`src/rtl/cyclic_grid_min_path_macros.svh`:
```
// Assertion macros shared by the cyclic grid min path RTL.
`ifndef CYCLIC_GRID_MIN_PATH_MACROS_SVH
`define CYCLIC_GRID_MIN_PATH_MACROS_SVH
`ifndef SYNTHESIS
// Property that must hold on every clock edge out of reset.
`define CGMP_ASSERT(lbl, prop) \
    lbl: assert property (@(posedge clk) disable iff (!rst_n) (prop)) \
        else $error("cgmp assertion failed");
// Condition a implies b in the next cycle.
`define CGMP_ASSERT_NEXT(lbl, a, b) \
    lbl: assert property (@(posedge clk) disable iff (!rst_n) (a) |=> (b)) \
        else $error("cgmp assertion failed");
`else
`define CGMP_ASSERT(lbl, prop)
`define CGMP_ASSERT_NEXT(lbl, a, b)
`endif
`endif

```
`src/rtl/cgmp_pkg.sv`:
```
// Shared constants and types for the cyclic grid min path block.
package cgmp_pkg;

    localparam int MAX_ROWS_DEF = 16;
    localparam int MAX_COLS_DEF = 64;

    localparam int WEIGHT_W = 16;
    localparam int COST_W   = 22;
    localparam int ROW_W    = 5;
    localparam int NCOL_W   = 7;
    localparam int IDX_W    = 6;

    localparam logic REG_NUM_ROWS = 1'b0;
    localparam logic REG_NUM_COLS = 1'b1;

    localparam logic [1:0] STEP_UP   = 2'd0;
    localparam logic [1:0] STEP_SAME = 2'd1;
    localparam logic [1:0] STEP_DOWN = 2'd2;

    typedef struct packed {
        logic                       last;
        logic [IDX_W-1:0]           row;
        logic [IDX_W-1:0]           col;
        logic signed [WEIGHT_W-1:0] weight;
    } cell_t;

endpackage

```
`src/rtl/cgmp_fifo.sv`:
```
// Short queue of tagged cells between front and back end.
module cgmp_fifo (
    input  logic            clk,
    input  logic            rst_n,
    input  logic            push,
    input  cgmp_pkg::cell_t push_cell,
    output logic            full,
    input  logic            pop,
    output logic            not_empty,
    output cgmp_pkg::cell_t pop_cell
);
    localparam int DEPTH = 4;
    localparam int PW    = $clog2(DEPTH);

    cgmp_pkg::cell_t mem [DEPTH];
    logic [PW-1:0]   wr_ptr_reg, rd_ptr_reg;
    logic [PW:0]     count_reg;

    assign full      = (count_reg == (PW+1)'(DEPTH));
    assign not_empty = (count_reg != '0);
    assign pop_cell  = mem[rd_ptr_reg];

    always_ff @(posedge clk)
    begin
        if (push)
        begin
            mem[wr_ptr_reg] <= push_cell;
        end
    end

    always_ff @(posedge clk or negedge rst_n)
    begin
        if (!rst_n)
        begin
            wr_ptr_reg <= '0;
            rd_ptr_reg <= '0;
            count_reg  <= '0;
        end
        else
        begin
            if (push)
            begin
                wr_ptr_reg <= wr_ptr_reg + 1'b1;
            end
            if (pop)
            begin
                rd_ptr_reg <= rd_ptr_reg + 1'b1;
            end
            if (push && !pop)
            begin
                count_reg <= count_reg + 1'b1;
            end
            else if (pop && !push)
            begin
                count_reg <= count_reg - 1'b1;
            end
        end
    end
endmodule

```
`config.mk`:
```
export PLATFORM = sky130hd
export DESIGN_NAME = cgmp_fifo
export DESIGN_NICKNAME = d
export VERILOG_FILES = /design/src/rtl/cyclic_grid_min_path_macros.svh /design/src/rtl/cgmp_pkg.sv /design/src/rtl/cgmp_fifo.sv
export SDC_FILE = /design/constraint.sdc
export NUM_CORES = 1
export LEC_CHECK = 0
export ABC_AREA = 1
export BUFFER_PORTS_ARGS = -buffer_cell sky130_fd_sc_hd__buf_2
export CAP_MARGIN = 20
export CORE_ASPECT_RATIO = 1.1
export CORE_UTILIZATION = 40
export CTS_BUF_LIST = sky130_fd_sc_hd__clkbuf_16
export CTS_CLUSTER_SIZE = 24
export DETAILED_ROUTE_END_ITERATION = 7
export SLEW_MARGIN = 10
export SYNTH_ARGS = -nofsm -noshare
export SYNTH_HDL_FRONTEND = slang
export SYNTH_SLANG_ARGS = --single-unit
export TNS_END_PERCENT = 5
```
`constraint.sdc`:
```
create_clock -name clk -period 2.55 [get_ports clk]
set_input_delay 0.1275 -clock clk [delete_from_list [all_inputs] [get_ports clk]]
set_output_delay 0.1275 -clock clk [all_outputs]
set_load 0.005 [all_outputs]
```
==> After elaboration in Yosys (flattened, before gate mapping) <==
Memories as Yosys holds them, arrays and structs flattened.
Index checks and enable logic that the tools add are counted.
{ "classes": {"mux": 4, "n_addsub": 4, "bitwise": 0, "n_div": 0, "mul": 0, "n_lt_le_gt_ge": 0, "reduce_logical": 6, "eq_ne": 1, "shift": 0} }
{ "ops": {"columns": ["op", "n"], "rows": [
  ["$mux 3", 2],
  ["$add 2x1->2 const B", 2],
  ["$add 3x1->3 const B", 1],
  ["$eq 3x3->1 const B", 1],
  ["$reduce_bool 3->1", 1],
  ["$sub 3x1->3 const B", 1],
  ["$logic_and 1x1->1", 2],
  ["$logic_not 1->1", 2],
  ["$mux 1", 2],
  ["$reduce_bool 2->1", 1]
]} }
{ "totals": {"input_bits": 33, "latch_bits": 0, "n_memories": 1, "elab_cells": 19, "rom_bits": 0, "ff_bits": 7, "ram_bits": 116} }
{ "memory_table": {"columns": ["name", "depth", "width", "read_ports", "rd_ports_with_merged_regs", "write_ports", "line", "rtl"], "rows": [
  ["mem", 4, 29, 1, 0, 1, "cgmp_fifo.sv:15", "cgmp_pkg::cell_t mem [DEPTH];"]
]} }

==> Logic depth before layout (Yosys ltp) <==
{ "depth": {"depth_word": 4, "mapped_depth": 9, "ltp_nobuf": 9} }

==> Least setup slack after synthesis <==
OpenSTA, ideal clock, no wires.
{ "synth_path": {"path_kind": "register -> register", "from": "register wr_ptr_reg[0]", "to": "memory mem[0][0] (netlist name) (enable)", "t_arrival_ps": 1248, "path_slack_ps": 919, "required_time_ps": 2166, "stages_incl_launch_ff": 5, "cell_sequence": "dfrtp_1 inv_1 ha_1 nand2_1 inv_1"} }
{ "synth_rtl": {"columns": ["element", "line", "rtl"], "rows": [
  ["start: declaration", "cgmp_fifo.sv:16", "logic [PW-1:0] wr_ptr_reg, rd_ptr_reg;"],
  ["start signal: assignment", "cgmp_fifo.sv:43", "wr_ptr_reg <= wr_ptr_reg + 1'b1;"],
  ["end: declaration", "cgmp_fifo.sv:15", null]
]} }
Straight into the memory's write port.

==> key figures <==
Run status
  • Status: complete, no violations

Setup path
  • R2r worst-path depth: 5
  • Cell mode on critical path: nand2_1
  • Required time of the critical path: 2420 ps
  • Worst-path cell chain: buf_12 -> nand2_1 -> o211ai_1 -> nand2_1 -> buf_2
  • Crit path launch type: flop
  • Slowest-stage cell, CP: dfrtp_4
  • CP Max Fanout: 53
  • Critical R2R Launch: wr_ptr_reg[0]
  • Worst setup EP type: output pin
  • Critical path class: flop to output pin
  • Register-to-register setup slack: 960 ps
  • Largest stage delay on the critical path: 790 ps
  • WP data arrival: 1890 ps
  • Worst R2R End: mem[0][18]

Layout
  • N_diodes: 0
  • Area growth from synthesis to layout: 25.6%
  • Finished Layout Cells: 658
  • Fin area: 6410 sq um
  • Final Util: 52.3%
  • Filler cell count: 1,077
  • Nets: 530
  • Fraction of layout cells with a size suffix above 1: 22.8%
  • Largest register FFs: 116

Detailed routing
  • Drt drc: 0
  • Final wirelength: 9.34 mm
  • Antenna Nets Post-Route: 0
  • Initial DRC Count: 170
  • Initial DRT Pass Iterations: 4
  • Vias/cell: 4.61
  • Vias: 3,036
  • Wire length per cell: 14.2 um

Synth
  • Unique cell type count in the Yosys netlist: 21
  • Commonest cells in the netlist: 116 x edfxtp_1, 101 x nand2_1, 69 x inv_1, 38 x o211ai_1, 20 x o211ai_2
  • Cell type with the largest total area after synthesis: edfxtp_1
  • Yosys warning total: 0
  • Synth Flop Type: edfxtp_1
  • Mapped Avg Cell Area: 13.2 sq um
  • Post-synth EDFFs: 116
  • Top cells by area, synth: edfxtp_1 68%, nand2_1 7.4%, o211ai_1 5.6%
  • Ys async rst share: 5.69%
  • Sequential-to-total area share from yosys stat: 71.7%
  • Top-area cell type share of the netlist area: 68.3%
  • Post-synthesis register bit count: 123
  • Synth Instances: 387
  • Most common cell in the netlist: edfxtp_1
  • Post-Syn Nets: 426
  • Post-Syn Area: 5100 sq um

Timing
  • Final worst-path setup slack: 537 ps
  • Fin. max-slew vios: 0
  • Slew margin rel.: 47.0%
  • Setup TNS: 0 ps
  • Fmax: 497 MHz
  • Tmin final: 2010 ps
  • Final Hold Fails: 0
  • Crit share post-route: 78.9%
  • Final number of setup-violating endpoints: 0
  • Unrepaired setup endpoints after global routing: no
  • Worst hold slack: 86.6 ps
  • Skew final: 8.30 ps
  • Slew @ Worst Pin: 794 ps

Clock tree
  • H-tree depth: 4
  • CTS tree: built
  • CTS root buf: clkbuf_16
  • Post-CTS sizing: 0
  • CTS sink cnt: 123
  • CTS buffer count: 17
  • Clock Latency Late Sink: 400 ps
  • Bufs on Longest Clock Path: 2
  • Reg clk slew, reported paths: 50 ps

Placement
  • Place WS: 948 ps
  • IO buf count: 63
  • Placed cell count: 594
  • Dpl cell area: 5600 sq um
  • Routability cong.: 0.688
  • Hpwl dp: 5.68 mm

Power
  • Cell leakage power: 2.70 nW
  • Peak supply drop: 515 uV
  • Total power: 6.97 mW
  • Power per cell area: 1090 nW/um^2

Floorplan
  • # IOs: 64
  • Die height: 120 um
  • Starting density of the core: 41.7%
  • Core Rows: 42
  • Die Span X: 110 um
  • Die area: 13,200 sq um
  • Core area: 12,200 sq um

Hold path
  • Worst Hold Class: primary input to asynchronous set/reset pin

Global routing
  • Vias in the first global route: 3,057
  • Initial antenna violation count: 0
  • Global-route wire length before repair: 15.0 mm
  • Largest net degree at the start of global routing: 54
  • Overflow after GRT: 0
  • Tot GR Track Use: 15.7%

Run
  • Number of max-cap violations: 0
[worst max-delay path by stage]
stage / start / cells after the start / end
floorplan: wr_ptr_reg[0] / 4 / mem[0][0]
CTS: rd_ptr_reg[0] / 5 / pop_cell[0]
global route: rd_ptr_reg[0] / 5 / pop_cell[7]
global placement: rd_ptr_reg[0] / 5 / pop_cell[22]
detailed placement: rd_ptr_reg[0] / 5 / pop_cell[0]
finish: rd_ptr_reg[0] / 5 / pop_cell[0]
[layout make-up]
cell class	count	area, sq um	share of cell area [%]
clock buffers	17	425	6.64
clock inverters	15	60.1	0.937
inverters	70	263	4.10
multi-input cells	174	1060	16.5
flip-flops and latches	123	3660	57.1
well taps	154	193	3.01
repair buffers	105	748	11.7
[worst max-delay path, delay by kind of cell (launching register included)]
family / cells / cell delay, ps
simple gates: 2 / 170
buf+inv: 2 / 430
flops: 1 / 790
compound gates: 1 / 80
[power breakdown]
part / switching [mW] / total (mW) / internal, mW
clock network: 0.747 / 1.93 / 1.18
registers: 0.253 / 2.91 / 2.66
logic: 1.25 / 2.13 / 0.882
total: 2.25 / 6.97 / 4.73
[cell usage in the layout, fill, tap and decap left out]
| cell type | n |
|---|---|
| buf_4 | 7 |
| edfxtp_1 | 116 |
| xor2_1 | 3 |
| xnor2_1 | 1 |
| nor2_1 | 1 |
| inv_2 | 1 |
| nor3_1 | 1 |
| o211ai_1 | 38 |
| buf_2 | 63 |
| clkinv_1 | 4 |
| inv_1 | 77 |
| o21ai_1 | 1 |
| clkinv_2 | 3 |
| dfrtp_1 | 6 |
| clkbuf_16 | 17 |
| dfrtp_4 | 1 |
| nand2_1 | 101 |
| nand4_1 | 1 |
| fa_1 | 1 |
| nand3_1 | 1 |
| ha_1 | 5 |
| dlygate4sd3_1 | 32 |
| buf_12 | 3 |
| o211ai_2 | 20 |
[kinds of logic (layout without fill, tap and decap cells)]
kind of cell,Yosys count,after routing,share of synthesized area (%)
buffers and inverters,90,207,7.58
and+or+nand+nor,105,105,7.82
DFF,123,123,71.7
adders and majority gates,6,6,1.62
AOI/OAI and AO/OA,59,59,10.6
xor gates and xnor gates,4,4,0.687
[per-layer routing]
metal / up-vias / share of wire [%] / track usage (%)
li1: 1536 / - / -
met1: 1430 / 46 / 19.4
met2: 58 / 49 / 25.6
met3: 12 / 4.2 / 5.07
met4: 0 / 0.93 / 5.50
met5: - / 0 / 0
[repair_timing]
item                       CTS  global route
setup buffers                0             0
hold endpoints to repair   125             0
hold buffers                32             0
setup endpoints to repair    0             0
(Power assumes the default switching activity.)
