### src/rtl/cyclic_grid_min_path_macros.svh
// Assertion macros shared by the cyclic grid min path RTL.
`ifndef CYCLIC_GRID_MIN_PATH_MACROS_SVH
`define CYCLIC_GRID_MIN_PATH_MACROS_SVH
`ifndef SYNTHESIS
// Property that must hold on every clock edge out of reset.
`define CGMP_ASSERT(lbl, prop) \
    lbl: assert property (@(posedge clk) disable iff (!rst_n) (prop)) \
        else $error("cgmp assertion failed");
// Condition a implies b in the next cycle.
`define CGMP_ASSERT_NEXT(lbl, a, b) \
    lbl: assert property (@(posedge clk) disable iff (!rst_n) (a) |=> (b)) \
        else $error("cgmp assertion failed");
`else
`define CGMP_ASSERT(lbl, prop)
`define CGMP_ASSERT_NEXT(lbl, a, b)
`endif
`endif

### src/rtl/cgmp_pkg.sv
// Shared constants and types for the cyclic grid min path block.
package cgmp_pkg;

    localparam int MAX_ROWS_DEF = 16;
    localparam int MAX_COLS_DEF = 64;

    localparam int WEIGHT_W = 16;
    localparam int COST_W   = 22;
    localparam int ROW_W    = 5;
    localparam int NCOL_W   = 7;
    localparam int IDX_W    = 6;

    localparam logic REG_NUM_ROWS = 1'b0;
    localparam logic REG_NUM_COLS = 1'b1;

    localparam logic [1:0] STEP_UP   = 2'd0;
    localparam logic [1:0] STEP_SAME = 2'd1;
    localparam logic [1:0] STEP_DOWN = 2'd2;

    typedef struct packed {
        logic                       last;
        logic [IDX_W-1:0]           row;
        logic [IDX_W-1:0]           col;
        logic signed [WEIGHT_W-1:0] weight;
    } cell_t;

endpackage

### src/rtl/cgmp_front.sv
// Front end: accepts weight items and tags each with its grid position.
module cgmp_front #(
    parameter int MAX_ROWS = cgmp_pkg::MAX_ROWS_DEF,
    parameter int MAX_COLS = cgmp_pkg::MAX_COLS_DEF
) (
    input  logic                                clk,
    input  logic                                rst_n,
    input  logic                                clear,
    input  logic [((MAX_ROWS > 1) ? $clog2(MAX_ROWS) : 1)-1:0] rows_m1,
    input  logic [((MAX_COLS > 1) ? $clog2(MAX_COLS) : 1)-1:0] cols_m1,
    input  logic                                s_tvalid,
    output logic                                s_tready,
    input  logic signed [cgmp_pkg::WEIGHT_W-1:0] weight,
    input  logic                                q_full,
    output logic                                q_push,
    output cgmp_pkg::cell_t                     q_cell
);
    localparam int RW = (MAX_ROWS > 1) ? $clog2(MAX_ROWS) : 1;
    localparam int CW = (MAX_COLS > 1) ? $clog2(MAX_COLS) : 1;

    logic [RW-1:0] row_reg, row_next;
    logic [CW-1:0] col_reg, col_next;
    logic          end_col, end_row;

    assign s_tready = !q_full;
    assign q_push   = s_tvalid && !q_full;
    assign end_col  = (col_reg == cols_m1);
    assign end_row  = (row_reg == rows_m1);

    assign q_cell.last   = end_col && end_row;
    assign q_cell.row    = cgmp_pkg::IDX_W'(row_reg);
    assign q_cell.col    = cgmp_pkg::IDX_W'(col_reg);
    assign q_cell.weight = weight;

    always_comb
    begin
        row_next = row_reg;
        col_next = col_reg;
        if (clear)
        begin
            row_next = '0;
            col_next = '0;
        end
        else if (q_push)
        begin
            if (end_col)
            begin
                col_next = '0;
                row_next = end_row ? '0 : row_reg + 1'b1;
            end
            else
            begin
                col_next = col_reg + 1'b1;
            end
        end
    end

    always_ff @(posedge clk or negedge rst_n)
    begin
        if (!rst_n)
        begin
            row_reg <= '0;
            col_reg <= '0;
        end
        else
        begin
            row_reg <= row_next;
            col_reg <= col_next;
        end
    end
endmodule

### config.mk
export PLATFORM = sky130hd
export DESIGN_NAME = cgmp_front
export DESIGN_NICKNAME = d
export VERILOG_FILES = /design/src/rtl/cyclic_grid_min_path_macros.svh /design/src/rtl/cgmp_pkg.sv /design/src/rtl/cgmp_front.sv
export SDC_FILE = /design/constraint.sdc
export NUM_CORES = 1
export LEC_CHECK = 0
export BUFFER_PORTS_ARGS = -buffer_cell sky130_fd_sc_hd__buf_2
export CORE_MARGIN = 2
export CORE_UTILIZATION = 38
export CTS_CLUSTER_DIAMETER = 30
export DETAILED_ROUTE_END_ITERATION = 8
export PLACE_DENSITY = 0.88
export SYNTH_ARGS = -nofsm -noshare
export SYNTH_HDL_FRONTEND = slang
export SYNTH_SLANG_ARGS = --single-unit
### constraint.sdc
create_clock -name clk -period 2 [get_ports clk]
set_input_delay 0.2 -clock clk [delete_from_list [all_inputs] [get_ports clk]]
set_output_delay 0.2 -clock clk [all_outputs]
set_load 0.1 [all_outputs]
# Yosys cells after proc, flatten, opt, wreduce, memory -nomap -nowiden
# Cells that the tools add are included.
# totals
ff_bits	10
inputBits	31
output_inout_bits	31
elab_cells	19
# classes
muxes	7
addsub	2
n_reduce_logical	6
eq_ne	2
# op_table
operator	count
two-way mux 6 bit	3
two-way mux 4 bit	4
adder 6 x 1 -> 6 bit (second input constant)	1
== test 6 bit	1
adder 4 x 1 -> 4 bit (second input constant)	1
== test 4 bit	1
nonzero test 2 bit	2
logical AND 1 bit	2
AND reduction 2 bit	1
zero test 1 bit	1

# Depth between registers and ports, before layout
# Gate-level depths: netlist of the first run.
# depth
word_depth	5
ltp_mapped	7
ltp_nobuf	7

# Worst setup path after synthesis of the first run
# OpenSTA, ideal clock, no wires.
# synth_path
path_type	in2reg
start	input q_full
end	register row_reg[3]
required_time_ps	1922
slack_ps	-601
t_arrival_ps	2523
path_stages	6
setup_time_ps	78
path_buffers	0
path_cell_list	inv_1 -> nand2_1 -> inv_1 -> nand3_2 -> or4_1 -> a21oi_1
# synth_via
elab_chain_cells	4
# synth_rtl
item	line	text
start: declaration	cgmp_front.sv:14	input logic q_full,
zero test 1 bit	cgmp_front.sv:26	assign q_push = s_tvalid && !q_full;
logical AND 1 bit	cgmp_front.sv:26	
via q_push	cgmp_front.sv:15	output logic q_push,
nonzero test 2 bit (no line)	n/a	
AND reduction 2 bit (no line)	n/a	
end signal: assignment	cgmp_front.sv:67	row_reg <= row_next;
end: declaration	cgmp_front.sv:21	logic [RW-1:0] row_reg, row_next;
# The timed path passes the listed nets, and every way through them passes these cells.
# A chain may end at the register's enable or synchronous reset.

==> results of run 1 <==
[repair_timing]
item | 4_1_cts | 5_1_grt
buffers inserted | 0 | 0
endpoints found under the hold margin | 10 | 0
resized for setup | 0 | 0
hold buffers | 1 | 0
[worst max-delay path, delay by kind of cell, from the launching register on]
family / cells / cell delay (ns)
xor+xnor: 1 / 0.19
simple gates: 2 / 0.63
buf+inv: 1 / 0.17
flops: 1 / 0.44
[synth_stat cells, drive strengths merged, types with 3 or more instances]
cell and number:
buf 18, xor2 13, dfrtp 10, nor2 8, nand2 7, o21ai 4
a21oi 3, inv 3, nand3 3
[logic make-up after synthesis]
group | synth area share, %
AOI/OAI and AO/OA | 7.53
adders and majority gates | 3.20
muxes | 2.72
xor gates and xnor gates | 15.7
DFF | 32.1
and+or+nand+nor | 19.1
buffers and inverters | 19.2
other | 0.480
[power by group through the flow]
stage | clock network [mW] | registers (mW) | logic (mW)
floorplan | 0 | 0.322 | 0.247
global placement | 0 | 0.237 | 0.224
detailed placement | 0 | 0.238 | 0.230
CTS | 0.187 | 0.234 | 0.232
global route | 0.199 | 0.236 | 0.244
finish | 0.183 | 0.233 | 0.232
[routing by layer]
layer  vias to the layer above  routed length, um  track usage [%]
met4                         0                 25             6.19
li1                        304                  -                -
met2                        34                895             26.6
met3                         4                146             5.52
met1                       293                660             15.6
met5                         -                  0                0
[cell type report]
type | count | share of cell area, %
clock buffers | 4 | 3.92
flip-flops and latches | 10 | 28.1
inverters | 3 | 2.03
repair buffers | 29 | 18.1
well taps | 27 | 3.65
multi-input cells | 57 | 44.1
[through the flow]
step	setup TNS [ns]	cell area [um^2]
2_1_floorplan	-0.510	826
3_3_place_gp	0	878
5_1_grt	0	925
6_report	0	925
4_1_cts	0	925
3_5_place_dp	0	878
[path summary, 6_finish.rpt]
check                                start         end  slack (ns)  cells past startpoint
worst max-delay path            col_reg[2]  q_cell[28]        0.10                      4
worst min-delay path                 clear  col_reg[0]        0.23                      2
worst max register to register  col_reg[2]  row_reg[3]        0.12                      5
worst min register to register  col_reg[5]  col_reg[5]        0.58                      2
max in group asynchronous            rst_n  col_reg[1]        1.43                      2
min in group asynchronous            rst_n  col_reg[0]        0.34                      2
==> metrics.cfg, run 1 <==
[placed_design]
portBuffers=27
numPlacedInstances=125
dp_hpwl_um=1410
post-place-ws_ns=0.131
routabilityCongestion=0.824

[pwr]
combPwrFrac_pct=35.8
p_clk_share_pct=28.3
power_density_nw_per_um2=701
p_total_mw=0.648
pwr-share-seq_pct=36.0
internal_power_mw=0.379
switching_share_pct=41.5
p_leak_nw=0.442
p_switching_mw=0.269
vdd_drop_max_mv=0.262

[worst_setup_path]
critPathKind=reg -> out
cp-start-kind=flop
arrival_ns=1.70
end_kind=output pin
slowest_stage=dfrtp_2
required_ns=1.80
critical_path.max_stage_delay_ns=0.44
worst-path-max-fanout=5
crit_chain=xor2_1 > nor4_4 > and3_4 > buf_12

[die]
fp-row-count=16
die_h_um=49.3
die_width_um=49.3
core-area_um2=1940
start_util_pct=40.2
dieArea_um2=2430
ios=62

[synth]
synth.avg_cell_area_um2=8.87
yosys_warnings=0
synth_largest_area_cell=dfrtp_1
synthTopCellsByArea=dfrtp_1 32%, buf_4 17%, xor2_1 15%
synth-edff-count=0
ys.flop_type=dfrtp_1
synth-async-reset-ratio_pct=100
syn_area_um2=781
synth_cell_types=26
ys_ff_latch=10
synthesis.instances=88
seq_area_frac_synth_pct=32.1
yosysTopAreaCellShare_pct=32.1

[clocking]
ctsHtreeMaxLevel=1
cts_num_sinks=10
clk_pin_slew_ns=0.08
cts_buffer_depth=2
worstSkewPairLatency_ns=0.26
cts-buffers-inserted=3
cts_root_buffer=clkbuf_4
cts_tree=done

[timing]
drv_slew=0
fmax_mhz=527
clock_skew_ns=0.00807
setup_viol=0
min_period_ns=1.90
rsz0062_at_grt=no
worst_slack_ns=0.103
whs_ns=0.232
final-hold-violation-count=0
period_share_pct=94.9

[detailed_routing]
avgViaCountPerCell=4.88
num_vias=635
drtIter0Drc=9
drtAntennaViolNets=0
remaining_drc_errors=0
wl_per_cell_um=13.3
first_pass_iters=4
drt-total-wl_um=1730

[cells_and_area]
areaGrowthSynthToFinish_pct=18.4
mostFrequentLayoutCell=buf_2
largest_reg_flops=6
multi_input_area_um2=408
final_util_pct=47.6
antennaDiodeCount=0
fillCellCount=187
nNetsFinal=137
seq_area_um2=260
layout-drive-gt1-share_pct=47.6
layout_common_cells=26 x buf_2, 13 x xor2_1, 8 x nor2_1, 8 x dfrtp_2, 6 x nand2_1
fin_cells=130

[run_status]
status=finished, final reports clean

[global_route]
grt_overflow=0
grt.total_usage_pct=14.9
antenna_found_initial=0
grt_pass1_vias=593
grt_first_pass_wirelength_um=2750
grt_start_max_net_pins=12

[worst_hold_path]
hp-class=in -> reg

[flow_run]
cap_violations=0

Note: power is estimated with default switching activity, not from simulation.
==> inputs of run 2 (changes only) <==
--- a/config.mk
+++ b/config.mk
@@ -10,7 +10,9 @@
 export CORE_UTILIZATION = 38
 export CTS_CLUSTER_DIAMETER = 30
 export DETAILED_ROUTE_END_ITERATION = 8
+export HOLD_SLACK_MARGIN = 0.08
 export PLACE_DENSITY = 0.88
+export REMOVE_ABC_BUFFERS = 1
 export SYNTH_ARGS = -nofsm -noshare
 export SYNTH_HDL_FRONTEND = slang
 export SYNTH_SLANG_ARGS = --single-unit
==> run 2 against run 1 <==
  * Worst hold slack got worse by 0.0068 ns
  * Critical endpoint unchanged
  * Die area unchanged
  * Sequential power about the same
  * Design area decreased by 5.3%
  * Worst setup slack got worse by 0.018 ns
  * Wire length increased by 6.3%
  * Sequential cell count unchanged
  * Global-route usage increased by 1.0 points
  * Sequential share of layout area increased by 0.43 points
  * Core utilization decreased by 2.5 points
  * Clock skew increased by 0.00072 ns
==> metrics.cfg, run 2 (synthesis results as in run 1) <==
[detailed_routing]
wl_met2_um=868  ; -3.0%
drt-total-wl_um=1840  ; +6.3%
avgViaCountPerCell=4.98  ; +2.0%
wl_per_cell_um=14.2  ; +7.1%
met3_length_um=291  ; +99%
remaining_drc_errors=0  ; unchanged
num_vias=643  ; +1.3%
first_pass_iters=2  ; -2
drtIter0Drc=2  ; -7
drtAntennaViolNets=0  ; unchanged
m1WireLength_um=676  ; +2.4%
highest_layer=met3

[cells_and_area]
nNetsFinal=137  ; unchanged
final_area_um2=876  ; -5.3%
final_util_pct=45.1  ; -2.5 points
fin_cells=129  ; -0.77%
layout-drive-gt1-share_pct=35.3  ; -12 points
mostFrequentLayoutCell=buf_2
largest_reg_flops=6  ; unchanged
layout_common_cells=26 x buf_2, 13 x xor2_1, 10 x dfrtp_1
areaGrowthSynthToFinish_pct=12.2
antennaDiodeCount=0  ; unchanged

[clocking]
ctsHtreeMaxLevel=1  ; unchanged
cts_buffer_depth=2  ; unchanged
cts_setup_buffers=0  ; unchanged
cts_tree=done
cts-buffers-inserted=3  ; unchanged
cts_num_sinks=10  ; unchanged
worstSkewPairLatency_ns=0.27  ; about the same
clk_pin_slew_ns=0.07  ; about the same
cts_root_buffer=clkbuf_4

[worst_setup_path]
r2r_slack_ns=0.15  ; +0.03 ns
reg2reg_depth=5  ; unchanged
cp-start-kind=flop
worst-path-max-fanout=5  ; unchanged
reg2reg_to=row_reg[3]
setup.worst_path.end=q_cell[28]
critPathKind=reg -> out
end_kind=output pin
r2r_start=col_reg[2]
startpoint=col_reg[2]
arrival_ns=1.72  ; +0.02 ns
required_ns=1.80  ; about the same

[timing]
fmax_mhz=522  ; -0.96%
setup_viol=0  ; unchanged
drv_slew=0  ; unchanged
worst_slack_ns=0.0844  ; -0.0184 ns
period_share_pct=95.8  ; +0.92 points
rsz0062_at_grt=no
min_period_ns=1.92  ; +0.0184 ns
tns_ns=0  ; unchanged
whs_ns=0.225  ; -0.00675 ns
clock_skew_ns=0.00879  ; +0.000721 ns
final-hold-violation-count=0  ; unchanged

[flow_run]
cap_violations=0  ; unchanged

[pwr]
p_leak_nw=0.457  ; +3.3%
power_density_nw_per_um2=683  ; -2.6%
p_total_mw=0.598  ; -7.8%
vdd_drop_max_mv=0.285  ; +8.8%

[worst_hold_path]
hold_depth=2  ; unchanged
hp-class=in -> reg

[die]
start_util_pct=40.2  ; unchanged
core-area_um2=1940  ; unchanged
fp-row-count=16  ; unchanged
die_h_um=49.3  ; unchanged
die_width_um=49.3  ; unchanged
ios=62  ; unchanged
dieArea_um2=2430  ; unchanged

[placed_design]
routabilityCongestion=0.845  ; +2.5%
numPlacedInstances=125  ; unchanged
dp_hpwl_um=1430  ; +2.0%
postPlaceCellArea_um2=837  ; -4.7%
portBuffers=27  ; unchanged
post-place-ws_ns=0.146  ; +0.0149 ns

[global_route]
grt.total_usage_pct=16.0  ; +1.0 points
grt_start_max_net_pins=12  ; unchanged
grt_pass1_vias=658  ; +11%
antenna_found_initial=0  ; unchanged
grt_overflow=0  ; unchanged
grt_first_pass_wirelength_um=2880  ; +5.0%

[run_status]
status=finished, final reports clean

run 2: cell count changes in the layout (fill, tap and decap cells not counted):
cell | before | now
inv_1 | 1 | 3
dfrtp_2 | 8 | 0
dfrtp_1 | 2 | 10
o2111ai_1 | 1 | 2
nand2_4 | 1 | 0
clkbuf_8 | 1 | 0
and3_4 | 1 | 0
clkinvlp_4 | 2 | 0
and3_2 | 0 | 1
nand2_1 | 6 | 7
o2111ai_2 | 1 | 0
run 2: routing by layer:
layer | vias to the layer above | GRT usage, %
met5 | - | 7.14
met4 | 0 | 5.24
met3 | 0 | 15.0
met2 | 46 | 22.1
met1 | 293 | 16.3
li1 | 304 | -
run 2: layout make-up:
type / count / area, um^2
Sequential cell: 10 / 250
Multi-Input combinational cell: 57 / 390
Fill cell: 198 / 1070
Timing Repair Buffer: 29 / 168
Tap cell: 27 / 33.8
Inverter: 3 / 11.3
Clock buffer: 3 / 22.5
run 2: where the power goes:
| part | leakage [nW] | switching, mW | internal [mW] |
|---|---|---|---|
| clock network | 0.0138 | 0.0705 | 0.0695 |
| registers | 0.137 | 0.0182 | 0.214 |
| logic | 0.306 | 0.175 | 0.0513 |
run 2: what timing repair did:
action / 4_1_cts / 5_1_grt
gates resized for setup: 0 / 1
hold buffers: 1 / 0
endpoints found under the hold margin: 10 / 0
setup endpoints to repair: 0 / 1
run 2: worst min-delay path by stage:
stage           from         end
3_3_place_gp   rst_n  row_reg[3]
6_report       clear  row_reg[3]
3_5_place_dp   rst_n  col_reg[0]
5_1_grt        clear  row_reg[3]
4_1_cts        clear  row_reg[3]
2_1_floorplan  rst_n  col_reg[0]
run 2: critical path, stage by stage (launching register included):
cell and delay [ns]:
dfrtp_1 0.44, xor2_1 0.20, nor4_4 0.36, and3_2 0.27
buf_12 0.18
